[config.mk]
export PLATFORM = sky130hd
export DESIGN_NAME = hsva_adjust
export DESIGN_NICKNAME = d
export VERILOG_FILES = /design/src/design/hsv_saturation_value_adjust_assert.svh /design/src/design/hsva_pkg.sv /design/src/design/hsva_adjust.sv
export SDC_FILE = /design/constraint.sdc
export NUM_CORES = 2
export LEC_CHECK = 0
export ABC_AREA = 1
export BUFFER_PORTS_ARGS = -buffer_cell sky130_fd_sc_hd__buf_2
export CAP_MARGIN = 20
export CORE_UTILIZATION = 45
export CTS_BUF_LIST = sky130_fd_sc_hd__clkbuf_16
export DETAILED_ROUTE_END_ITERATION = 12
export GPL_ROUTABILITY_DRIVEN = 0
export REMOVE_ABC_BUFFERS = 1
export SYNTH_ARGS = -nofsm -noshare
export SYNTH_HDL_FRONTEND = slang
export SYNTH_SLANG_ARGS = --single-unit
[constraint.sdc]
create_clock -name i_clk -period 8.1 [get_ports i_clk]
set_input_delay 2.025 -clock i_clk [delete_from_list [all_inputs] [get_ports i_clk]]
set_output_delay 2.025 -clock i_clk [all_outputs]
set_load 0.03 [all_outputs]
[src/design/hsv_saturation_value_adjust_assert.svh]
// assertion macros for the hsv saturation/value adjust block
`ifndef HSV_SATURATION_VALUE_ADJUST_ASSERT_SVH
`define HSV_SATURATION_VALUE_ADJUST_ASSERT_SVH

`ifndef SYNTHESIS
`define HSVA_ASSERT(lbl, prop) \
    lbl: assert property (@(posedge i_clk) disable iff (!i_rst_n) prop) \
        else $error("hsva assertion failed");
`define HSVA_ASSERT_RST(lbl, prop) \
    lbl: assert property (@(posedge i_clk) prop) \
        else $error("hsva reset assertion failed");
`else
`define HSVA_ASSERT(lbl, prop)
`define HSVA_ASSERT_RST(lbl, prop)
`endif

`endif

[src/design/hsva_pkg.sv]
package hsva_pkg;

    localparam int FRACTION_BITS = 16;

    localparam logic [6:0] SLIDER_MID = 7'd50;

    typedef enum logic [1:0] {
        CFG_SATURATION = 2'd0,
        CFG_VALUE      = 2'd1
    } t_cfg_index;

    typedef enum logic [1:0] {
        SEC_RED,
        SEC_GREEN,
        SEC_BLUE
    } t_sector;

    typedef struct packed {
        logic [7:0] red_in;
        logic [7:0] green_in;
        logic [7:0] blue_in;
    } t_pixel_in;

    typedef struct packed {
        logic [7:0] red_out;
        logic [7:0] green_out;
        logic [7:0] blue_out;
    } t_pixel_out;

    // elaboration-time table entries
    function automatic longint value_scale(input int mx, input int fbits);
        longint num;
        num = longint'(mx) <<< fbits;
        return num / 255;
    endfunction

    function automatic longint curve_scale(input int pos, input int fbits);
        longint d;
        longint num;
        d = (pos > 50) ? longint'(pos - 50) : longint'(50 - pos);
        num = (d * d * d) <<< fbits;
        if (d > 50) begin
            return 0;
        end
        return num / 125000;
    endfunction

endpackage

[src/design/hsva_adjust.sv]
module hsva_adjust #(
    parameter int F = hsva_pkg::FRACTION_BITS
) (
    input  logic         i_clk,
    input  logic         i_rst_n,
    input  logic         i_en,
    input  logic         i_valid,
    input  logic [F:0]   i_s,
    input  logic [F-1:0] i_h,
    input  logic [F:0]   i_v,
    input  logic [6:0]   i_sat_pos,
    input  logic [6:0]   i_val_pos,
    output logic         o_valid,
    output logic [F:0]   o_s,
    output logic [F-1:0] o_h,
    output logic [F:0]   o_v
);

    localparam int FW = F + 1;
    localparam logic [F:0] ONE = {1'b1, {F{1'b0}}};

    logic [F:0] w_ftab [0:127];

    for (genvar k = 0; k < 128; k++) begin : g_ftab
        localparam logic [F:0] C_F = FW'(hsva_pkg::curve_scale(k, F));
        assign w_ftab[k] = C_F;
    end

    logic           w_inc_s, w_inc_v;
    logic [F:0]     w_os, w_ov;
    logic [2*F+1:0] w_ps, w_pv;

    assign w_inc_s = i_sat_pos > hsva_pkg::SLIDER_MID;
    assign w_inc_v = i_val_pos > hsva_pkg::SLIDER_MID;
    assign w_os    = w_inc_s ? ONE - i_s : i_s;
    assign w_ov    = w_inc_v ? ONE - i_v : i_v;
    assign w_ps    = {{FW{1'b0}}, w_ftab[i_sat_pos]} * {{FW{1'b0}}, w_os};
    assign w_pv    = {{FW{1'b0}}, w_ftab[i_val_pos]} * {{FW{1'b0}}, w_ov};

    logic           r_valid_a, r_inc_s, r_inc_v;
    logic [F:0]     r_s, r_v;
    logic [F-1:0]   r_h;
    logic [2*F+1:0] r_ps, r_pv;

    logic           r_valid_b;
    logic [F:0]     r_s_out, r_v_out;
    logic [F-1:0]   r_h_out;

    always_ff @(posedge i_clk) begin
        if (!i_rst_n) begin
            r_valid_a <= 1'b0;
            r_valid_b <= 1'b0;
        end else if (i_en) begin
            r_valid_a <= i_valid;
            r_valid_b <= r_valid_a;
        end
    end

    always_ff @(posedge i_clk) begin
        if (i_en) begin
            r_inc_s <= w_inc_s;
            r_inc_v <= w_inc_v;
            r_s     <= i_s;
            r_v     <= i_v;
            r_h     <= i_h;
            r_ps    <= w_ps;
            r_pv    <= w_pv;
            r_s_out <= r_inc_s ? r_s + r_ps[2*F:F] : r_s - r_ps[2*F:F];
            r_v_out <= r_inc_v ? r_v + r_pv[2*F:F] : r_v - r_pv[2*F:F];
            r_h_out <= r_h;
        end
    end

    assign o_valid = r_valid_b;
    assign o_s     = r_s_out;
    assign o_h     = r_h_out;
    assign o_v     = r_v_out;

endmodule

* Word level (Yosys, flattened, before mapping)
Memories as Yosys holds them, arrays and structs flattened.
Index checks and enable logic that the tools add are counted.
** Word-level totals
- Flip-flop bits (word level) :: 170
- ROM bits :: 4352
- Output and inout port bits :: 51
- Logic and storage cells :: 36
- Memories :: 2
** Cells by class
- $add $sub $neg :: 6
- $mul :: 2
- $lt $le $gt $ge :: 4
- Multiplexer cells :: 8
- Bitwise gates (word level) :: 2
** Memory list
- (no name shown) :: depth 128, width 17, rd ports 1, clocked after Yosys merged registers in 0, write ports 0, line hsva_adjust.sv:38 : assign w_pv = {{FW{1'b0}}, w_ftab[i_val_pos]} * {{FW{1'b0}}, w_ov};
- (no name shown) :: depth 128, width 17, rd ports 1, clocked after Yosys merged registers in 0, write ports 0, line hsva_adjust.sv:37 : assign w_ps = {{FW{1'b0}}, w_ftab[i_sat_pos]} * {{FW{1'b0}}, w_os};
** Operators with widths (number)
- two-way mux 17 bit :: 8
- multiplier 17 x 17 -> 33 bit :: 2
- adder 17 bit :: 2
- subtractor 17 bit :: 2
- subtractor 17 bit (first input constant) :: 2
- greater-or-equal comparator 8 bit (second input constant) :: 2
- NOT 7 -> 8 bit :: 2
- > comparator 7 x 6 -> 1 bit (second input constant) :: 2

* Logic depth before layout (Yosys ltp)
- Word-level depth :: 5
- Gate-level depth with buffers :: 39

* Least setup slack after synthesis
No wires, ideal clock.
- Path kind :: input to register
- Start :: input i_sat_pos[2]
- End :: register r_ps[32], data pin
- Setup time :: 252 ps
- Arrival time :: 7963 ps
- Setup slack :: -115 ps
- Stages on the path :: 37
- Path buffers :: 4
- Cell sequence :: buf_6 > inv_1 > buf_4 > buf_6 > ha_1 > inv_1 > nand3_1 > nand2_4 > nand2_8 > inv_6 > o21ai_2 > xor2_2 > inv_2 > buf_2 > nand2_1 > fa_1 > inv_1 > fa_1 > inv_1 > fa_1 > inv_1 > fa_1 > fa_1 > inv_1 > fa_1 > inv_1 > ha_1 > nand2_1 > nor2_1 > nor3b_1 > nand2_1 > nand2_1 > nand2_1 > nand2_1 > inv_1 > nand2_1 > nand2_1
** On the way
- Longest elaborated chain between the ends :: 5
** Ends and longest elaborated chain
- from (decl) :: line hsva_adjust.sv:11 : input logic [6:0] i_sat_pos,
- NOT 7 -> 8 bit (implied by the code) :: line hsva_adjust.sv:37
- memory read (128 x 17 bit)
- two-way mux 17 bit (implied by the code) (2 in a row) :: line hsva_adjust.sv:37
- multiplier 17 x 17 -> 33 bit * :: line hsva_adjust.sv:37
- named net w_ps[32] :: line hsva_adjust.sv:31 : logic [2*F+1:0] w_ps, w_pv;
- to (signal assigned) :: line hsva_adjust.sv:66 : r_ps <= w_ps;
- to (decl) :: line hsva_adjust.sv:43 : logic [2*F+1:0] r_ps, r_pv;
Mark *: on every way through the listed nets, which the timed path passes. The rest lies on a longest branch. The select of a mux whose other input is x is not followed.
A chain may end at the register's enable or synchronous reset.

* Worst setup path in the final report
- Start :: input i_val_pos[1]
- End :: register r_pv[22], data pin
** On the way
- Longest elaborated chain between the ends :: 5
** Ends and longest elaborated chain
- from (decl) :: line hsva_adjust.sv:12 : input logic [6:0] i_val_pos,
- NOT 7 -> 8 bit (implied by the code) :: line hsva_adjust.sv:38
- memory read (128 x 17 bit)
- two-way mux 17 bit (implied by the code) (2 in a row) :: line hsva_adjust.sv:38
- multiplier 17 x 17 -> 33 bit * :: line hsva_adjust.sv:38
- named net w_pv[22] :: line hsva_adjust.sv:31
- to (signal assigned) :: line hsva_adjust.sv:67 : r_pv <= w_pv;
- to (decl) :: line hsva_adjust.sv:43
Marks and branches as above.

==> reports/metrics.yaml <==
clkSlewWorstSetupHoldPaths_ns: 0.07
rr_startpoint: "r_ps[27]"
ys_types: 61
crit_path_start_kind: "input port"
num_rows: 95
numCtsBuffers: 17
area_delta_synth_final_pct: 32.4
grt_max_degree: 94
routed_wl_um: 107000
num_vias: 30785
min_path_type: "register to register"
portBuffers: 118
max_freq_mhz: 122
crit_type: "input port to register"
grt_setup_unrepaired: "true"
synth_seq_area_share: 0.133
slowest_delay_ns: 0.63
finalSetupViolations: 4
nFillCells: 5986
clkLatencyLatePin_ns: 0.44
die_h_um: 265
period_needed_ns: 8.19
core_mm2: 0.0676
fin_hold_ws_ns: 0.420
ioPinCount: 119
maxSlewHeadroom: 0.305
viasPerCell: 5.30
numClockSinks: 138
antenna_found_initial: 0
cts_tree: "yes"
hold_start: "r_h[13]"
drc: 0
ys_ff_latch: 138
whs_endpoint: "o_h[13]"
n_antenna_cell: 0
start_util: 0.458
worst-path-max-fanout: 7
htreeDepth: 4
ys.flop_type: "edfxtp_1"
final_hold_viol_count: 0
fin_skew_ns: 0.0194
finalCritPeriodShare: 1.01
end_kind: "register"
synth.avg_cell_area_um2: 7.55
cap_violations: 0
fin_area_mm2: 0.0411
fin_nets: 5698
reg2reg_depth: 13
drt-pass1-iter-count: 6
r2r_slack_ns: 5.16
dieArea_mm2: 0.0700
post_drt_wl_per_cell_um: 18.3
placed_area_mm2: 0.0376
arrival_ns: 8.45
reg2reg_to: "o_s[16]"
ys_async_sr_fraction: 0
finalNonFillerCells: 5808
grt_pass1_vias: 30942
cp_common_cell: "fa_1"
postSynthCellCount: 4109
grt_overflow: 0
clockBufferDepth: 2
min_path_cells: 0
violations: "setup timing"
worst_pin_slew_ns: 1.04
critPathSlowestCell: "fa_1"
status: "finished, violations left"
synth_warnings: 0
hpwlAfterDp_um: 88600
drtAntennaViolNets: 0
synth-edff-count: 136
drt_iter0_markers: 2665
track_usage: 0.304
drive_gt1_frac: 0.298
post-place-cells: 5691
worst-endpoint-required_ns: 8.36
grt_pass1_wl_um: 167000
die_w_um: 265
syn-cell-area_mm2: 0.0310
clockRootBuffer: "clkbuf_16"
setup_tns_ns: -0.233
slew_violations: 0
layout_setup_ws_ns: -0.0859
==> layout make-up <==
cell class / instances / area [um2] / area share
timing repair inverter: 1 / 8.76 / 0.000213
sequential: 138 / 4120 / 0.100
clock inverter: 15 / 140 / 0.00341
tap: 873 / 1090 / 0.0266
inverter: 880 / 3390 / 0.0825
multi-input combinational: 2992 / 24900 / 0.606
clock buffer: 17 / 425 / 0.0104
timing repair buffer: 892 / 6990 / 0.170
==> metrics by stage <==
step,util,worst slack [ns]
2_1_floorplan,-,-0.214
3_3_place_gp,0.556,-0.820
3_5_place_dp,0.556,-0.781
4_1_cts,0.576,0.000412
5_1_grt,0.607,-0.279
6_report,0.607,-0.0859
==> placed cells by master, fill, tap and decap left out, types with 20 or more instances in the layout <==
cell,netlist,layout
ha_1,264,219
a21oi_2,3,32
buf_12,0,31
fa_1,444,422
nand3_2,4,20
edfxtp_1,136,136
nor2_4,6,38
buf_6,15,37
nor2_1,427,338
xor2_1,78,67
ha_4,0,40
nand4_1,33,33
buf_4,17,705
nor2_2,15,72
o21ai_0,135,98
fa_2,0,22
a21oi_1,145,105
o21ai_2,15,30
buf_2,51,112
xor2_2,13,21
nand2_2,16,77
o21ai_1,14,31
inv_1,836,757
nand2_4,2,21
inv_2,37,99
nand2_1,994,914
nand3_1,211,193
nor3_1,28,24
==> layer usage <==
layer	up-vias	routed length (um)	global-route usage
li1	14256	-	-
met1	14809	43200	0.398
met2	1390	50800	0.512
met3	330	7790	0.0359
met4	0	4780	0.123
met5	-	0	0
==> registers in the layout, summed over array words and instances, names as in the netlist <==
signal / count
r_ps: 17
r_inc_s: 1
r_pv: 17
o_h: 16
r_valid_a: 1
r_s: 17
o_v: 17
r_inc_v: 1
o_valid: 1
r_v: 17
o_s: 17
r_h: 16
==> kinds of logic (layout without fill, tap and decap cells) <==
kind of cell | Yosys count | after routing | synth area share
flops | 138 | 138 | 0.133
xor+xnor | 107 | 107 | 0.0334
simple gates | 1762 | 1762 | 0.235
buf+inv | 979 | 1805 | 0.127
fa+ha+maj | 708 | 708 | 0.393
compound gates | 415 | 415 | 0.0784
==> worst max-delay path, delay by kind of cell <==
family	cells	cell delay [ns]
simple gates	9	1.04
xor+xnor	2	0.40
fa+ha+maj	8	3.66
buf+inv	12	1.12
compound gates	1	0.16
==> cells in the mapped netlist, types with 28 or more instances <==
library cell | number | area (um2)
nand2_1 | 994 | 3730
a21oi_1 | 145 | 726
o21ai_0 | 135 | 676
fa_1 | 444 | 8890
inv_2 | 37 | 139
nor3_1 | 28 | 140
edfxtp_1 | 136 | 4080
ha_1 | 264 | 3300
nand4_1 | 33 | 206
buf_2 | 51 | 255
xor2_1 | 78 | 683
inv_1 | 836 | 3140
nor2_1 | 427 | 1600
nand3_1 | 211 | 1060
==> what timing repair did <==
item,in CTS,in global routing
hold buffers,0,0
cloned,1,1
setup buffers,32,53
endpoints found under the setup margin,33,34
pin swaps,62,186
gates resized for setup,155,465
==> worst max path at each step <==
stage	from	end	slack, ns	cells past startpoint
final	i_val_pos[1]	r_pv[22]	-0.09	32
after global routing	i_val_pos[1]	r_pv[26]	-0.28	32
after CTS	i_val_pos[1]	r_pv[22]	0.0004	31
after detailed placement	i_val_pos[0]	r_pv[29]	-0.78	33
after global placement	i_val_pos[0]	r_pv[31]	-0.82	31
after floorplan	i_val_pos[1]	r_pv[32]	-0.21	32
Power is not shown: default switching activity piles up to over one toggle a cycle in this logic, so the estimate is an artifact.
