## src/design/hsv_saturation_value_adjust_assert.svh

```systemverilog
// assertion macros for the hsv saturation/value adjust block
`ifndef HSV_SATURATION_VALUE_ADJUST_ASSERT_SVH
`define HSV_SATURATION_VALUE_ADJUST_ASSERT_SVH

`ifndef SYNTHESIS
`define HSVA_ASSERT(lbl, prop) \
    lbl: assert property (@(posedge i_clk) disable iff (!i_rst_n) prop) \
        else $error("hsva assertion failed");
`define HSVA_ASSERT_RST(lbl, prop) \
    lbl: assert property (@(posedge i_clk) prop) \
        else $error("hsva reset assertion failed");
`else
`define HSVA_ASSERT(lbl, prop)
`define HSVA_ASSERT_RST(lbl, prop)
`endif

`endif

```

## src/design/hsva_pkg.sv

```systemverilog
package hsva_pkg;

    localparam int FRACTION_BITS = 16;

    localparam logic [6:0] SLIDER_MID = 7'd50;

    typedef enum logic [1:0] {
        CFG_SATURATION = 2'd0,
        CFG_VALUE      = 2'd1
    } t_cfg_index;

    typedef enum logic [1:0] {
        SEC_RED,
        SEC_GREEN,
        SEC_BLUE
    } t_sector;

    typedef struct packed {
        logic [7:0] red_in;
        logic [7:0] green_in;
        logic [7:0] blue_in;
    } t_pixel_in;

    typedef struct packed {
        logic [7:0] red_out;
        logic [7:0] green_out;
        logic [7:0] blue_out;
    } t_pixel_out;

    // elaboration-time table entries
    function automatic longint value_scale(input int mx, input int fbits);
        longint num;
        num = longint'(mx) <<< fbits;
        return num / 255;
    endfunction

    function automatic longint curve_scale(input int pos, input int fbits);
        longint d;
        longint num;
        d = (pos > 50) ? longint'(pos - 50) : longint'(50 - pos);
        num = (d * d * d) <<< fbits;
        if (d > 50) begin
            return 0;
        end
        return num / 125000;
    endfunction

endpackage

```

## src/design/hsva_div.sv

```systemverilog
`include "hsv_saturation_value_adjust_assert.svh"

module hsva_div #(
    parameter int F      = hsva_pkg::FRACTION_BITS,
    parameter int PASS_W = hsva_pkg::FRACTION_BITS + 1
) (
    input  logic              i_clk,
    input  logic              i_rst_n,
    input  logic              i_en,
    input  logic              i_valid,
    input  logic [7:0]        i_s_num,
    input  logic [7:0]        i_s_den,
    input  logic [16:0]       i_h_num,
    input  logic [16:0]       i_h_den,
    input  logic [PASS_W-1:0] i_pass,
    output logic              o_valid,
    output logic [F:0]        o_s,
    output logic [F-1:0]      o_h,
    output logic [PASS_W-1:0] o_pass
);

    logic              r_valid [0:F];
    logic [8:0]        r_rs    [0:F];
    logic [17:0]       r_rh    [0:F];
    logic [7:0]        r_ds    [0:F];
    logic [16:0]       r_dh    [0:F];
    logic [F:0]        r_qs    [0:F];
    logic [F:0]        r_qh    [0:F];
    logic [PASS_W-1:0] r_pass  [0:F];

    // one quotient bit per stage, msb first
    for (genvar k = 0; k <= F; k++) begin : g_stage
        logic [8:0]        w_rs_in, n_rs;
        logic [17:0]       w_rh_in, n_rh;
        logic [7:0]        w_ds;
        logic [16:0]       w_dh;
        logic [F:0]        w_qs_in, w_qh_in, n_qs, n_qh;
        logic [PASS_W-1:0] w_pass;
        logic              w_valid;

        if (k == 0) begin : g_first
            assign w_rs_in = {1'b0, i_s_num};
            assign w_rh_in = {1'b0, i_h_num};
            assign w_ds    = i_s_den;
            assign w_dh    = i_h_den;
            assign w_qs_in = '0;
            assign w_qh_in = '0;
            assign w_pass  = i_pass;
            assign w_valid = i_valid;
        end else begin : g_next
            assign w_rs_in = {r_rs[k-1][7:0], 1'b0};
            assign w_rh_in = {r_rh[k-1][16:0], 1'b0};
            assign w_ds    = r_ds[k-1];
            assign w_dh    = r_dh[k-1];
            assign w_qs_in = r_qs[k-1];
            assign w_qh_in = r_qh[k-1];
            assign w_pass  = r_pass[k-1];
            assign w_valid = r_valid[k-1];
        end

        always_comb begin
            n_qs = w_qs_in;
            n_qh = w_qh_in;
            if (w_rs_in >= {1'b0, w_ds}) begin
                n_rs = w_rs_in - {1'b0, w_ds};
                n_qs[F-k] = 1'b1;
            end else begin
                n_rs = w_rs_in;
            end
            if (w_rh_in >= {1'b0, w_dh}) begin
                n_rh = w_rh_in - {1'b0, w_dh};
                n_qh[F-k] = 1'b1;
            end else begin
                n_rh = w_rh_in;
            end
        end

        always_ff @(posedge i_clk) begin
            if (!i_rst_n) begin
                r_valid[k] <= 1'b0;
            end else if (i_en) begin
                r_valid[k] <= w_valid;
            end
        end

        always_ff @(posedge i_clk) begin
            if (i_en) begin
                r_rs[k]   <= n_rs;
                r_rh[k]   <= n_rh;
                r_ds[k]   <= w_ds;
                r_dh[k]   <= w_dh;
                r_qs[k]   <= n_qs;
                r_qh[k]   <= n_qh;
                r_pass[k] <= w_pass;
            end
        end
    end

    assign o_valid = r_valid[F];
    assign o_s     = r_qs[F];
    assign o_h     = r_qh[F][F-1:0];
    assign o_pass  = r_pass[F];

    `HSVA_ASSERT(a_rem_s_bound, r_valid[F] |-> r_rs[F] < {1'b0, r_ds[F]})
    `HSVA_ASSERT(a_rem_h_bound, r_valid[F] |-> r_rh[F] < {1'b0, r_dh[F]})

endmodule

```

## config.mk

```make
export PLATFORM = sky130hd
export DESIGN_NAME = hsva_div
export DESIGN_NICKNAME = d
export VERILOG_FILES = /design/src/design/hsva_pkg.sv /design/src/design/hsva_div.sv
export VERILOG_INCLUDE_DIRS = /design/src /design/src/design
export SDC_FILE = /design/constraint.sdc
export NUM_CORES = 2
export LEC_CHECK = 0
export ABC_AREA = 0
export BUFFER_PORTS_ARGS = -buffer_cell sky130_fd_sc_hd__buf_2
export CAP_MARGIN = 25
export CORE_MARGIN = 2
export CORE_UTILIZATION = 50
export CTS_CLUSTER_SIZE = 14
export DETAILED_ROUTE_END_ITERATION = 8
export GPL_ROUTABILITY_DRIVEN = 0
export HOLD_SLACK_MARGIN = 0.12
export PLACE_DENSITY = 0.65
export SLEW_MARGIN = 20
export SYNTH_ARGS = -nofsm -noshare
export SYNTH_HDL_FRONTEND = slang
export SYNTH_SLANG_ARGS = --single-unit
```

## constraint.sdc

```tcl
create_clock -name i_clk -period 3.05 [get_ports i_clk]
set_input_delay 0.61 -clock i_clk [delete_from_list [all_inputs] [get_ports i_clk]]
set_output_delay 0.61 -clock i_clk [all_outputs]
set_load 0.05 [all_outputs]
```

# ---- Word level (Yosys, flattened, before mapping)
# Memories as Yosys holds them, arrays and structs flattened.
# Index checks and enable logic that the tools add are counted.
dict set report totals {
  ff_bits 0
  mem_bits_rw 1768
  inputBits 71
  output_inout_bits 51
  elab_cells 183
  memories 8
}
dict set report op_classes {
  addsub 34
  n_lt_le_gt_ge 34
  n_mux 90
  n_bitwise 17
}
# name depth word_bits rd rd_ports_with_merged_regs wr line
set memory_table {}
lappend memory_table {r_rh 17 18 16 0 17 hsva_div.sv:24} ;# logic [17:0] r_rh [0:F];
lappend memory_table {r_dh 17 17 16 0 17 hsva_div.sv:26} ;# logic [16:0] r_dh [0:F];
lappend memory_table {r_pass 17 17 17 0 17 hsva_div.sv:29} ;# logic [PASS_W-1:0] r_pass [0:F];
lappend memory_table {r_qh 17 17 17 0 17 hsva_div.sv:28} ;# logic [F:0] r_qh [0:F];
lappend memory_table {r_qs 17 17 17 0 17 hsva_div.sv:27} ;# logic [F:0] r_qs [0:F];
lappend memory_table {r_rs 17 9 16 0 17 hsva_div.sv:23} ;# logic [8:0] r_rs [0:F];
lappend memory_table {{2 more memories} - - - - - -}
# cell count
set op_table {}
lappend op_table {{$mux W18} 17}
lappend op_table {{$ge A18 B17 Y1} 16}
lappend op_table {{$sub A18 B17 Y18} 16}
lappend op_table {{$mux W9} 17}
lappend op_table {{$ge A9 B8 Y1} 16}
lappend op_table {{$sub A9 B8 Y9} 16}
lappend op_table {{$mux W1} 56}
lappend op_table {{$sub A17 B17 Y18} 1}
lappend op_table {{$ge A17 B17 Y1} 1}
lappend op_table {{$or A1 B1 Y1} 17}
lappend op_table {{$sub A8 B8 Y9} 1}
lappend op_table {{$ge A8 B8 Y1} 1}

# ---- Logic depth before layout (Yosys ltp)
dict set report depth {
  word_depth 4
  mapped_depth 13
  ltp_nobuf 12
}

# ---- Least setup slack after synthesis
# OpenSTA, ideal clock, no wires.
dict set report synth_timing {
  path_kind {input to register}
  startpoint {input i_h_den[2]}
  endpoint {memory r_rh[0][10], data pin}
  setup_ps 260
  arrival_ps 2732
  required_time_ps 2790
  setup_slack_ps 58
  stages 12
  n_path_buf 1
  path_cell_list {inv_1 > ha_1 > nor2b_1 > o31a_1 > o21bai_1 > nand4b_1 > nand2_1 > o21ai_1 > o21a_1 > nor2_4 > buf_4 > mux2_2}
}
# element line
set synth_rtl {}
lappend synth_rtl {{start, declared} hsva_div.sv:14} ;# input logic [16:0] i_h_den,
lappend synth_rtl {{end, declared} hsva_div.sv:24}

==> reports/qor.csv <==
stage;metric;value;unit
cts;CTS sink count;1395;
cts;clock-pin slew on the worst setup and hold paths;0.06;ns
final_layout;Antenna Cells;0;
floorplan;initial cell density of the core;0.504;
final_layout;Syn-to-layout area delta;14.5;%
routing;Vias per Instance;5.21;
sta;Final Cycle Share;0.973;
outcome;status;complete, no violations;
routing;DR vias;36958;
sta;fmax;0.337;GHz
synthesis;Seq/Total Area, Yosys;0.641;
worst_setup_path;CP max FO;18;
cts;total CTS buffers;151;
synthesis;Post-synth EDFFs;1394;
synthesis;Mean Syn Cell Area;13.5;um2
cts;worst-skew pair later-pin latency;0.78;ns
global_routing;initial antenna violation count;0;
cts;deepest clock path buffer count;3;
final_layout;layout cells sized above 1;0.127;
sta;final-report hold violation count;0;
synthesis;Mapped Area;65400;um2
placed_design;PortBufs;121;
hold_path;HP Start;i_h_num[7];
sta;Max Clock Skew;0.0226;ns
sta;final slew viol count;0;
placed_design;dpl hpwl;78600;um
global_routing;vias in the first global route;37399;
cts;H-tree lvl count;4;
sta;final setup vio count;0;
worst_setup_path;worst r2r src;r_dh[0][177]$_DFFE_PP_;
worst_setup_path;CP Launch Type;flop;
job;maxcap violations;0;
pwr;Static Leak;0.0300;uW
synthesis;Synth Flop Type;edfxtp_1;
sta;min Tclk post-route;2.97;ns
worst_setup_path;WP data arrival;3.49;ns
final_layout;fin nets;5758;
routing;DR iter-0 viols;2087;
worst_setup_path;Req. time, crit path;3.57;ns
sta;Max-slew headroom;0.505;
synthesis;Synth async-reset ratio;0;
floorplan;floorplan die area;134000;um2
global_routing;grt ovf;0;
global_routing;global-route wire length before repair;177000;um
synthesis;Syn. warnings;0;
synthesis;Cells after Synth;4828;
worst_setup_path;CP Class;flop to flop;
sta;Worst-Margin Slew;0.742;ns
synthesis;flops & latches, synth;1395;
global_routing;largest net degree at the start of global routing;114;
routing;final WL;109000;um
global_routing;total track usage;0.165;
floorplan;# IOs;122;
worst_setup_path;Worst Setup End Kind;flop;
floorplan;Die Span X;366;um
sta;RSZ-0062 raised after global routing;no;
synthesis;post-synthesis cell type count;91;
floorplan;height of the die;366;um
routing;Pre-Repair DR Iteration Count;8;
hold_path;Hold WC Path Type;input pin to flop;
pwr;Max IR drop VDD;0.540;mV
worst_setup_path;Setup crit start;r_dh[0][177]$_DFFE_PP_;
routing;DRC viols;0;
floorplan;core footprint;130000;um2
sta;WHS;0.187;ns
cts;CTS tree;done;
routing;Wirelength per Cell;15.4;um
synthesis;syn nets;5354;
routing;Antenna Nets Post-Route;0;
sta;Final TNS setup;0;ns
final_layout;number of fillers in the final layout;10233;
floorplan;row count;132;
cts;Root Buffer;clkbuf_16;
pwr;pwr dens;944;nW/um2
## cell type report
cell class                 count  area (um2)  share of cell area
clock inverter                94         950              0.0127
timing repair buffer         320        2590              0.0347
sequential                  1395       41900               0.560
multi-input combinational   2819       21200               0.284
tap                         1742        2180              0.0291
inverter                     545        2050              0.0273
clock buffer                 179        3960              0.0528
## power by group
group | switching [uW] | internal [uW] | leakage, uW
logic | 13100 | 11400 | 0.0140
registers | 1930 | 26500 | 0.0137
clock network | 7400 | 10300 | 0.00240
## layout by cell type, fill, tap and decap left out, types with 36 or more instances in the layout
cell type / netlist / routed
o21ai_0: 297 / 295
nand4_1: 42 / 42
nand3_1: 53 / 53
mux2_2: 127 / 127
edfxtp_1: 1394 / 1394
nand2b_1: 63 / 63
nor2b_1: 63 / 63
inv_1: 545 / 545
ha_1: 423 / 422
a21oi_1: 277 / 273
dlygate4sd3_1: 0 / 57
xnor2_1: 150 / 150
o21a_1: 56 / 56
nor2_1: 210 / 210
buf_2: 24 / 120
clkbuf_16: 0 / 153
nand2_1: 294 / 293
buf_4: 5 / 114
xor2_1: 144 / 144
a21o_1: 151 / 151
a31oi_1: 38 / 36
## path summary, 6_finish.rpt
path,to,slack (ns),cells after the start
min,r_rh[0][7]$_DFFE_PP_,0.19,2
max reg2reg,r_rh[0][214]$_DFFE_PP_,0.08,10
min reg2reg,r_pass[0][85]$_DFFE_PP_,0.40,0
max,r_rh[0][214]$_DFFE_PP_,0.08,10
## registers in the layout, summed over array words and instances (netlist names)
| signal | count |
|---|---|
| r_qh | 136 |
| r_pass | 289 |
| r_valid | 17 |
| r_rs | 128 |
| r_ds | 128 |
| r_dh | 272 |
| r_rh | 272 |
| r_qs | 153 |
## cell usage after synthesis (20+ instances only)
cell / instances / share of area
edfxtp_1: 1394 / 0.64
inv_1: 545 / 0.031
ha_1: 423 / 0.081
o21ai_0: 297 / 0.023
nand2_1: 294 / 0.017
a21oi_1: 277 / 0.021
nor2_1: 210 / 0.012
a21o_1: 151 / 0.017
xnor2_1: 150 / 0.020
xor2_1: 144 / 0.019
mux2_2: 127 / 0.022
nand2b_1: 63 / 0.0060
nor2b_1: 63 / 0.0060
o21a_1: 56 / 0.0064
nand3_1: 53 / 0.0041
nand4_1: 42 / 0.0040
a31oi_1: 38 / 0.0036
nor3_1: 36 / 0.0028
clkbuf_1: 34 / 0.0020
and3_1: 33 / 0.0032
fa_1: 32 / 0.0098
o21ai_1: 26 / 0.0020
o21bai_1: 25 / 0.0029
buf_2: 24 / 0.0018
o31ai_1: 20 / 0.0023
## critical path: stages (launching register included)
cell and delay [ns]:
edfxtp_1 0.45, inv_1 0.07, ha_1 0.36, a2111oi_1 0.51
a21oi_2 0.14, a21o_1 0.24, a21oi_2 0.20, a21oi_2 0.09
a2bb2oi_4 0.18, buf_12 0.16, mux2_1 0.31
## routing by layer
metal / part of all wire / GRT usage / up-vias / routed length (um)
li1: - / - / 18464 / -
met1: 0.38 / 0.169 / 17547 / 41200
met2: 0.54 / 0.314 / 638 / 59300
met3: 0.032 / 0.0298 / 309 / 3530
met4: 0.049 / 0.0905 / 0 / 5370
met5: 0 / 0 / - / 0
## cells by family after synthesis
kind of cell             Yosys count  share of synthesized area
AO/OA/AOI/OAI                   1041                      0.102
flip-flops                      1395                      0.641
adder cells (fa/ha/maj)          455                     0.0907
multiplexers                     156                     0.0269
buffers and inverters            614                     0.0365
XOR/XNOR                         294                     0.0394
AND/OR/NAND/NOR                  873                     0.0641
## through the flow
step | worst slack, ns | utilization | cell area, um2 | total power, uW | instances
2_1_floorplan | 0.0578 | - | 65400 | 46700 | 4828
3_3_place_gp | -0.0925 | 0.534 | 69200 | 52200 | 6757
3_5_place_dp | -0.145 | 0.534 | 69200 | 52900 | 6757
4_1_cts | 0.00843 | 0.576 | 74700 | 71100 | 7088
5_1_grt | 0.00336 | 0.577 | 74800 | 75300 | 7094
6_report | 0.0821 | 0.577 | 74800 | 70700 | 7094
## timing repair
action	4_1_cts	5_1_grt
setup buffers	1	5
hold endpoints to repair	57	0
gates resized for setup	1	25
pin swaps	1	10
setup endpoints to repair	8	119
cloned	0	1
hold buffers	57	0
Power figures use the tool's default switching activity.
