===== config.mk =====
export PLATFORM = sky130hd
export DESIGN_NAME = hsva_to_rgb
export DESIGN_NICKNAME = d
export VERILOG_FILES = /design/src/design/hsva_pkg.sv /design/src/design/hsva_to_rgb.sv
export VERILOG_INCLUDE_DIRS = /design/src /design/src/design
export SDC_FILE = /design/constraint.sdc
export NUM_CORES = 2
export LEC_CHECK = 0
export BUFFER_PORTS_ARGS = -buffer_cell sky130_fd_sc_hd__buf_2
export CORE_ASPECT_RATIO = 1.25
export CORE_MARGIN = 3
export CORE_UTILIZATION = 45
export CTS_CLUSTER_DIAMETER = 150
export DETAILED_ROUTE_END_ITERATION = 10
export PLACE_DENSITY = 0.71
export SETUP_SLACK_MARGIN = 0.4
export SYNTH_ARGS = -nofsm -noshare
export SYNTH_HDL_FRONTEND = slang
export SYNTH_SLANG_ARGS = --single-unit

===== constraint.sdc =====
create_clock -name i_clk -period 22.2 [get_ports i_clk]
set_clock_uncertainty 0.1 [all_clocks]
set_input_delay 2.22 -clock i_clk [delete_from_list [all_inputs] [get_ports i_clk]]
set_output_delay 2.22 -clock i_clk [all_outputs]
set_load 0.02 [all_outputs]

===== src/design/hsv_saturation_value_adjust_assert.svh =====
// assertion macros for the hsv saturation/value adjust block
`ifndef HSV_SATURATION_VALUE_ADJUST_ASSERT_SVH
`define HSV_SATURATION_VALUE_ADJUST_ASSERT_SVH

`ifndef SYNTHESIS
`define HSVA_ASSERT(lbl, prop) \
    lbl: assert property (@(posedge i_clk) disable iff (!i_rst_n) prop) \
        else $error("hsva assertion failed");
`define HSVA_ASSERT_RST(lbl, prop) \
    lbl: assert property (@(posedge i_clk) prop) \
        else $error("hsva reset assertion failed");
`else
`define HSVA_ASSERT(lbl, prop)
`define HSVA_ASSERT_RST(lbl, prop)
`endif

`endif


===== src/design/hsva_pkg.sv =====
package hsva_pkg;

    localparam int FRACTION_BITS = 16;

    localparam logic [6:0] SLIDER_MID = 7'd50;

    typedef enum logic [1:0] {
        CFG_SATURATION = 2'd0,
        CFG_VALUE      = 2'd1
    } t_cfg_index;

    typedef enum logic [1:0] {
        SEC_RED,
        SEC_GREEN,
        SEC_BLUE
    } t_sector;

    typedef struct packed {
        logic [7:0] red_in;
        logic [7:0] green_in;
        logic [7:0] blue_in;
    } t_pixel_in;

    typedef struct packed {
        logic [7:0] red_out;
        logic [7:0] green_out;
        logic [7:0] blue_out;
    } t_pixel_out;

    // elaboration-time table entries
    function automatic longint value_scale(input int mx, input int fbits);
        longint num;
        num = longint'(mx) <<< fbits;
        return num / 255;
    endfunction

    function automatic longint curve_scale(input int pos, input int fbits);
        longint d;
        longint num;
        d = (pos > 50) ? longint'(pos - 50) : longint'(50 - pos);
        num = (d * d * d) <<< fbits;
        if (d > 50) begin
            return 0;
        end
        return num / 125000;
    endfunction

endpackage


===== src/design/hsva_to_rgb.sv =====
`include "hsv_saturation_value_adjust_assert.svh"

module hsva_to_rgb #(
    parameter int F = hsva_pkg::FRACTION_BITS
) (
    input  logic                 i_clk,
    input  logic                 i_rst_n,
    input  logic                 i_en,
    input  logic                 i_valid,
    input  logic [F:0]           i_s,
    input  logic [F-1:0]         i_h,
    input  logic [F:0]           i_v,
    output logic                 o_valid,
    output hsva_pkg::t_pixel_out o_pixel
);

    localparam int HW = F + 3;
    localparam int TW = F + 10;
    localparam int YW = F + 4;
    localparam int SH = F + 8;
    localparam int MW = F + 5;
    localparam logic [HW-1:0] K1 = HW'(1) << F;
    localparam logic [HW-1:0] K2 = HW'(2) << F;
    localparam logic [HW-1:0] K3 = HW'(3) << F;
    localparam logic [HW-1:0] K4 = HW'(4) << F;
    localparam logic [HW-1:0] K5 = HW'(5) << F;
    localparam logic [TW-1:0] B120 = TW'(120) << F;
    localparam logic [TW-1:0] B240 = TW'(240) << F;
    localparam logic [TW-1:0] T360 = TW'(360) << F;
    localparam logic [TW-1:0] DEG  = TW'(360);
    localparam logic [YW-1:0] DIV15 = YW'(15);
    localparam logic [MW-1:0] RECIP = MW'((64'd1 << SH) / 15);

    function automatic logic [7:0] to_channel(input logic [F:0] x);
        logic [F+8:0] c;
        c = ({8'd0, x} << 8) - {8'd0, x};
        if (c[F+8:F] > 9'd255) begin
            return 8'd255;
        end
        return c[F+7:F];
    endfunction

    // stage 1: s*v and the hue offset
    logic [HW-1:0]     w_h6;
    hsva_pkg::t_sector w_sec;
    logic              w_pos;
    logic [TW-1:0]     w_hd, w_bw;
    logic signed [TW-1:0] w_t;
    logic [2*F+1:0]    w_sv;

    assign w_h6 = ({3'd0, i_h} << 2) + ({3'd0, i_h} << 1);
    assign w_hd = {10'd0, i_h} * DEG;
    assign w_sv = {{(F+1){1'b0}}, i_s} * {{(F+1){1'b0}}, i_v};

    always_comb begin
        priority if (w_h6 > K1 && w_h6 <= K3) begin
            w_sec = hsva_pkg::SEC_GREEN;
        end else if (w_h6 > K3 && w_h6 <= K5) begin
            w_sec = hsva_pkg::SEC_BLUE;
        end else begin
            w_sec = hsva_pkg::SEC_RED;
        end
        w_pos = (i_h != '0 && w_h6 <= K1) || (w_h6 > K2 && w_h6 <= K3) ||
                (w_h6 > K4 && w_h6 <= K5);
        unique case (w_sec)
            hsva_pkg::SEC_GREEN: w_bw = B120;
            hsva_pkg::SEC_BLUE:  w_bw = B240;
            default:             w_bw = '0;
        endcase
        w_t = w_pos ? $signed(w_hd) - $signed(w_bw) : $signed(w_bw) - $signed(w_hd);
        if (w_t < 0) w_t = w_t + $signed(T360);
    end

    logic              r1_valid, r1_pos;
    hsva_pkg::t_sector r1_sec;
    logic [2*F+1:0]    r1_sv;
    logic [F:0]        r1_v;
    logic [F+5:0]      r1_t;

    logic              r2_valid, r2_pos;
    hsva_pkg::t_sector r2_sec;
    logic [F:0]        r2_hi, r2_lo, r2_dq;
    logic [F+5:0]      r2_t;

    logic              r3_valid, r3_pos;
    hsva_pkg::t_sector r3_sec;
    logic [F:0]        r3_hi, r3_lo;
    logic [2*F+6:0]    r3_p;

    logic              r4_valid, r4_pos;
    hsva_pkg::t_sector r4_sec;
    logic [F:0]        r4_hi, r4_lo, r4_q0;
    logic [YW-1:0]     r4_y;

    logic              r5_valid, r5_pos;
    hsva_pkg::t_sector r5_sec;
    logic [7:0]        r5_cmax, r5_cmin, r5_cmid;

    logic                 r6_valid;
    hsva_pkg::t_pixel_out r6_pixel;

    logic [YW-1:0]      w_y;
    logic [YW+MW-1:0]   w_yq;
    logic [YW-1:0]      w_q15, w_rm;
    logic [F:0]         w_q, w_mid;
    hsva_pkg::t_pixel_out n_pixel;

    assign w_y   = r3_p[2*F+5:F+2];
    assign w_yq  = {{MW{1'b0}}, w_y} * {{YW{1'b0}}, RECIP};
    assign w_q15 = ({3'd0, r4_q0} << 4) - {3'd0, r4_q0};
    assign w_rm  = r4_y - w_q15;
    assign w_q   = (w_rm >= DIV15) ? r4_q0 + 1'b1 : r4_q0;
    assign w_mid = r4_lo + w_q;

    always_comb begin
        unique case (r5_sec)
            hsva_pkg::SEC_GREEN: begin
                n_pixel.red_out   = r5_pos ? r5_cmin : r5_cmid;
                n_pixel.green_out = r5_cmax;
                n_pixel.blue_out  = r5_pos ? r5_cmid : r5_cmin;
            end
            hsva_pkg::SEC_BLUE: begin
                n_pixel.red_out   = r5_pos ? r5_cmid : r5_cmin;
                n_pixel.green_out = r5_pos ? r5_cmin : r5_cmid;
                n_pixel.blue_out  = r5_cmax;
            end
            default: begin
                n_pixel.red_out   = r5_cmax;
                n_pixel.green_out = r5_pos ? r5_cmid : r5_cmin;
                n_pixel.blue_out  = r5_pos ? r5_cmin : r5_cmid;
            end
        endcase
    end

    always_ff @(posedge i_clk) begin
        if (!i_rst_n) begin
            r1_valid <= 1'b0;
            r2_valid <= 1'b0;
            r3_valid <= 1'b0;
            r4_valid <= 1'b0;
            r5_valid <= 1'b0;
            r6_valid <= 1'b0;
        end else if (i_en) begin
            r1_valid <= i_valid;
            r2_valid <= r1_valid;
            r3_valid <= r2_valid;
            r4_valid <= r3_valid;
            r5_valid <= r4_valid;
            r6_valid <= r5_valid;
        end
    end

    always_ff @(posedge i_clk) begin
        if (i_en) begin
            r1_sv  <= w_sv;
            r1_v   <= i_v;
            r1_t   <= w_t[F+5:0];
            r1_sec <= w_sec;
            r1_pos <= w_pos;

            r2_hi  <= r1_v;
            r2_lo  <= r1_v - r1_sv[2*F:F];
            r2_dq  <= r1_sv[2*F:F];
            r2_t   <= r1_t;
            r2_sec <= r1_sec;
            r2_pos <= r1_pos;

            r3_p   <= {{(F+1){1'b0}}, r2_t} * {{(F+6){1'b0}}, r2_dq};
            r3_hi  <= r2_hi;
            r3_lo  <= r2_lo;
            r3_sec <= r2_sec;
            r3_pos <= r2_pos;

            r4_y   <= w_y;
            r4_q0  <= w_yq[SH +: F+1];
            r4_hi  <= r3_hi;
            r4_lo  <= r3_lo;
            r4_sec <= r3_sec;
            r4_pos <= r3_pos;

            r5_cmax <= to_channel(r4_hi);
            r5_cmin <= to_channel(r4_lo);
            r5_cmid <= to_channel(w_mid);
            r5_sec  <= r4_sec;
            r5_pos  <= r4_pos;

            r6_pixel <= n_pixel;
        end
    end

    assign o_valid = r6_valid;
    assign o_pixel = r6_pixel;

    `HSVA_ASSERT(a_lo_le_hi, r2_valid |-> r2_lo <= r2_hi)
    `HSVA_ASSERT(a_mid_between, r5_valid |-> r5_cmid <= r5_cmax && r5_cmin <= r5_cmid)

endmodule


Yosys cells after proc, flatten, opt, wreduce, memory -nomap -nowiden
Cells that the tools add are included.
Storage, ports and cells
  register bits after elaboration: 357
  bits of input ports: 54
  output and inout bits: 25
  word-level logic and storage cells: 97
Operators by class
  add/subtract/negate cells: 12
  multiply operators: 4
  magnitude comparators: 12
  equal/unequal tests: 4
  muxes and demuxes: 21
  reduce and logical (&&, ||, !) cells: 8
Operator list (count)
  one-hot mux 24 bit (2 select lines): 2
  subtractor 25 x 17 -> 25 bit: 3
  2-to-1 mux 8 bit: 8
  subtractor 26 bit: 2
  multiplier 20 x 21 -> 41 bit (second input constant): 1
  > comparator 19 x 18 -> 1 bit (second input constant): 2
  multiplier 22 x 17 -> 38 bit: 1
  multiplier 17 x 17 -> 33 bit: 1
  > comparator 9 x 8 -> 1 bit (second input constant): 3
  less-than comparator 26 x 1 -> 1 bit (second input constant): 1
  2-to-1 mux 26 bit: 1
  adder 22 bit (second input constant): 1
  multiplier 16 x 6 -> 22 bit (second input constant): 1
  2-to-1 mux 22 bit: 1
  greater-or-equal comparator 20 x 4 -> 1 bit (second input constant): 1
  subtractor 20 x 17 -> 20 bit: 1
  subtractor 20 bit: 1
  adder 18 x 17 -> 19 bit: 1
  > comparator 19 x 17 -> 1 bit (second input constant): 1
  > comparator 19 bit (second input constant): 1
  less-or-equal comparator 19 x 17 -> 1 bit (second input constant): 1
  less-or-equal comparator 19 x 18 -> 1 bit (second input constant): 1
  less-or-equal comparator 19 bit (second input constant): 1
  adder 17 x 1 -> 17 bit (second input constant): 1
  10 further kinds: 23

Longest topological paths before layout
  depth in word-level cells: 11
  mapped depth: 38
  depth with buffers taken out: 36

Worst setup path before layout
OpenSTA, ideal clock, no wires.
  path type: input to register
  start point: input port i_v[8]
  end point: register r1_sv[32], data pin
  setup time: 0.266 ns
  arrival: 8.022 ns
  required time: 21.834 ns
  slack: 13.812 ns
  cell stages on the path: 25
  path buffers: 2
  path through: clkbuf_1 -> clkbuf_1 -> nand2_1 -> fa_1 -> inv_1 -> fa_1 -> inv_1 -> fa_1 -> inv_1 -> fa_1 -> inv_1 -> fa_1 -> inv_1 -> fa_1 -> ha_1 -> or4_1 -> nor3_1 -> o211ai_1 -> nand3_1 -> a21boi_0 -> a31oi_1 -> a21oi_1 -> a41o_1 -> o21ai_0 -> a31oi_1
On the way
  cells in the longest elaborated chain, start to end: 1
RTL lines
  from (decl): line hsva_to_rgb.sv:12  | input logic [F:0] i_v,
  multiplier 17 x 17 -> 33 bit: line hsva_to_rgb.sv:53  | assign w_sv = {{(F+1){1'b0}}, i_s} * {{(F+1){1'b0}}, i_v};
  via w_sv[32]: line hsva_to_rgb.sv:49  | logic [2*F+1:0] w_sv;
  to (signal assigned): line hsva_to_rgb.sv:155  | r1_sv <= w_sv;
  to (decl): line hsva_to_rgb.sv:76  | logic [2*F+1:0] r1_sv;
The timed path passes the listed nets, and every way through them passes these cells.
A chain may end at the register's enable or synchronous reset.

Worst setup path after layout
  start point: register r4_q0[1]
  end point: register r5_cmid[0], data pin
On the way
  cells in the longest elaborated chain, start to end: 10
  elaborated cells between the ends (all ways): 11
  those cells by class: 5 x add/sub; 2 x order compare; 4 x mux
RTL lines
  from (decl): line hsva_to_rgb.sv:92  | logic [F:0] r4_hi, r4_lo, r4_q0;
  from (signal assigned): line hsva_to_rgb.sv:175  | r4_q0 <= w_yq[SH +: F+1];
  subtractor 20 x 17 -> 20 bit: line hsva_to_rgb.sv:110  | assign w_q15 = ({3'd0, r4_q0} << 4) - {3'd0, r4_q0};
  subtractor 20 bit: line hsva_to_rgb.sv:111  | assign w_rm = r4_y - w_q15;
  greater-or-equal comparator 20 x 4 -> 1 bit: line hsva_to_rgb.sv:112  | assign w_q = (w_rm >= DIV15) ? r4_q0 + 1'b1 : r4_q0;
  2-to-1 mux 17 bit (*): line hsva_to_rgb.sv:112
  adder 17 bit (*): line hsva_to_rgb.sv:113  | assign w_mid = r4_lo + w_q;
  subtractor 25 x 17 -> 25 bit (*): line hsva_to_rgb.sv:36  | c = ({8'd0, x} << 8) - {8'd0, x};
  > comparator 9 x 8 -> 1 bit: line hsva_to_rgb.sv:37  | if (c[F+8:F] > 9'd255) begin
  2-to-1 mux 1 bit: line hsva_to_rgb.sv:37
  2-to-1 mux 1 bit: line hsva_to_rgb.sv:154  | if (i_en) begin
  2-to-1 mux 8 bit (*): line hsva_to_rgb.sv:40  | return c[F+7:F];
  to (signal assigned): line hsva_to_rgb.sv:183  | r5_cmid <= to_channel(w_mid);
  to (decl): line hsva_to_rgb.sv:97  | logic [7:0] r5_cmax, r5_cmin, r5_cmid;
Every way passes the cells marked *; elsewhere a longest branch is shown, timed or not. The select of a mux whose other input is x is not followed.

==> results.toml <==
[cells_and_area]
filler_cell_count = 7898
final_cell_mix = "827 x inv_1, 549 x fa_1, 537 x nand2_1, 484 x ha_1, 311 x edfxtp_1"
multi_input_area_mm2 = 0.0268
finish.utilization = 0.488
syn_to_final_growth_pct = 6.96
layout.area.seq_mm2 = 0.00946
ratio_of_cells_with_drive_above_1_in_the_final_layout = 0.0485
final_net_count = 5082
most_common_library_cell_in_the_layout_ignoring_fill_and_taps = "inv_1"

[synth]
synthesis.area_per_instance_um2 = 9.98
synth-warning-count = 0
number_of_flops_mapped_to_enable_cells_by_yosys = 311
syn-cell-area_mm2 = 0.0398
ys_dominant_reg_cell = "edfxtp_1"
mappedNetlistNets = 5076
synth.yosys.seq_area_share = 0.238
yosys_register_bits = 317
count_of_cell_types_in_the_netlist = 91
syn-instance-count = 3989
async_set_reset_flop_share_out_of_synthesis = 0

[worst_setup_path]
worstSetupEndpointType = "flip-flop"
startpoint_type = "flip-flop"
setup.worst_path.class = "flip-flop to flip-flop"
timing.critical_path.required_ps = 22400
timing.critical_path.arrival_ps = 9070
worst_path_max_delay_cell = "fa_1"
cp_most_frequent_cell = "ha_1"
cp_top_family = "compound AO/OA/AOI/OAI gates"
critPathMaxFanout = 8
crit_buf_inv = 2
cpPeakStageDelay_ps = 560

[floorplanning]
chipHeight_um = 339
placement_row_count = 121
die_w_um = 272
effective_utilization_at_floorplan = 0.456
pin_count = 79
die_area_mm2 = 0.0921
design.core.area_mm2 = 0.0874

[grt]
grt_antenna_before_repair = 2
grt_start_max_net_pins = 109
grtUsageMet2 = 0.345
globalRouteMet1Util = 0.240
grt.met3_usage = 0.0176
gr-total-overflow = 0
grt_most_used_layer = "met2"
grt_first_pass_wirelength_um = 144000
via_count_of_the_first_global_routing_pass = 28713
groute.usage.overall = 0.191

[detailed_routing]
remaining_drc_errors = 0
drt.antenna.violating_nets = 0
route.final.wire_length_um = 86200
first_pass_iters = 7
vias_cell = 5.25
drt-initial-drc-count = 1467
via_count = 27256
drt-wirelength-per-cell_um = 16.6

[sta]
report.final.slew_viol_count = 0
timing.final.setup_violations = 0
worst_slew_margin_rel = 0.246
final_min_period_over_clock_period = 0.400
period_minus_slack_ps = 8880
rsz0062_at_grt = "false"
tightest_pin_transition_ps = 1130
finalHoldViolCount = 0
timing.setup.tns_ps = 0
worst_slack_ps = 13320
whs_ps = 302
max_freq_mhz = 113

[place]
gpl.final_weighted_congestion = 0.903
dpl_worst_slack_ps = 13320
place.port_buffers = 78
place.detailed.hpwl_um = 69500

[cts]
cts.repair.resized = 0
clk-insertion-delay-late_ps = 570
hold_buffers = 0
h-tree-depth = 2
clock_tree.root_cell = "clkbuf_16"
max-clock-path-buffers = 3
worst_setup_hold_path_clk_slew_ps = 60
numCtsBuffers = 37
postCtsSetupRepairBufs = 0
clock_tree_from_tritoncts = "yes"
clock_sinks = 317

[run]
cap_violations = 0

[min_path]
path_type_of_the_worst_min_delay_path = "flip-flop to flip-flop"

[status]
outcome = "finished, final reports clean"
==> state kept, by name (all words and copies together), names as in the netlist, 19 cells and up <==
register  cells
o_pixel      24
r3_p         20
r4_y         20
r1_t         19
r2_t         19
==> cell families (layout without fill, tap and decap cells) <==
family | count (synthesis) | after routing | share of synthesized area
compound gates | 426 | 426 | 0.0744
buf+inv | 958 | 991 | 0.0905
mux | 28 | 28 | 0.00757
xor+xnor | 151 | 151 | 0.0340
other cells | 0 | 2 | 0
simple gates | 1073 | 1073 | 0.127
flops | 317 | 317 | 0.238
fa+ha+maj | 1036 | 1036 | 0.429
==> cells in the mapped netlist, drive strengths merged (17+ instances only) <==
cell    number  area [um^2]
a21o        58          437
a21oi       80          400
a22oi       24          180
and2       197         1230
and3        22          138
clkbuf     123          462
edfxtp     311         9340
fa         549        11000
ha         484         6060
inv        828         3110
mux2        17          191
nand2      537         2020
nand2b      17          106
nand3       27          135
nor2       116          435
nor2b       27          169
nor3        46          235
nor4        24          165
o21a        24          180
o21ai       90          450
xnor2      113          997
xor2        37          332
==> area by class of cell <==
class | instances | share of cell area
inverters | 828 | 0.0730
well taps | 1168 | 0.0343
multi-input cells | 2714 | 0.628
repair buffers | 97 | 0.0127
clock inverters | 21 | 0.00605
diodes | 2 | 0.000118
clock buffers | 45 | 0.0234
flip-flops and latches | 317 | 0.222
==> through the flow <==
step,cells,instance area [um^2]
6_report,5192,42600
5_1_grt,5192,42600
4_1_cts,5190,42600
3_5_place_dp,5124,41300
3_3_place_gp,5124,41300
2_1_floorplan,3989,39800
==> worst register-to-register path: cells and delay by family, from the launching register on <==
family                   cells  cell delay, ps
AO/OA/AOI/OAI               13            3290
XOR/XNOR                     4            1030
adder cells (fa/ha/maj)      5            1880
buffers and inverters        2             100
flip-flops                   1             470
AND/OR/NAND/NOR              9            1740
==> routing by layer <==
metal	wire, um	part of all wire
met3	3600	0.042
met4	2880	0.033
met1	35300	0.41
met5	0	0
met2	44500	0.52
==> final timing paths <==
path	start	end	slack [ps]	depth (start not counted)
setup reg to reg	r4_q0[1]	r5_cmid[0]	13320	33
setup / recovery	r4_q0[1]	r5_cmid[0]	13320	33
hold reg to reg	r1_t[18]	r2_t[18]	300	0
hold / removal	r1_t[18]	r2_t[18]	300	0
Power is left out: the tool's default activity adds up to more than one toggle a clock period on the data nets, which glitch-free logic cannot reach.
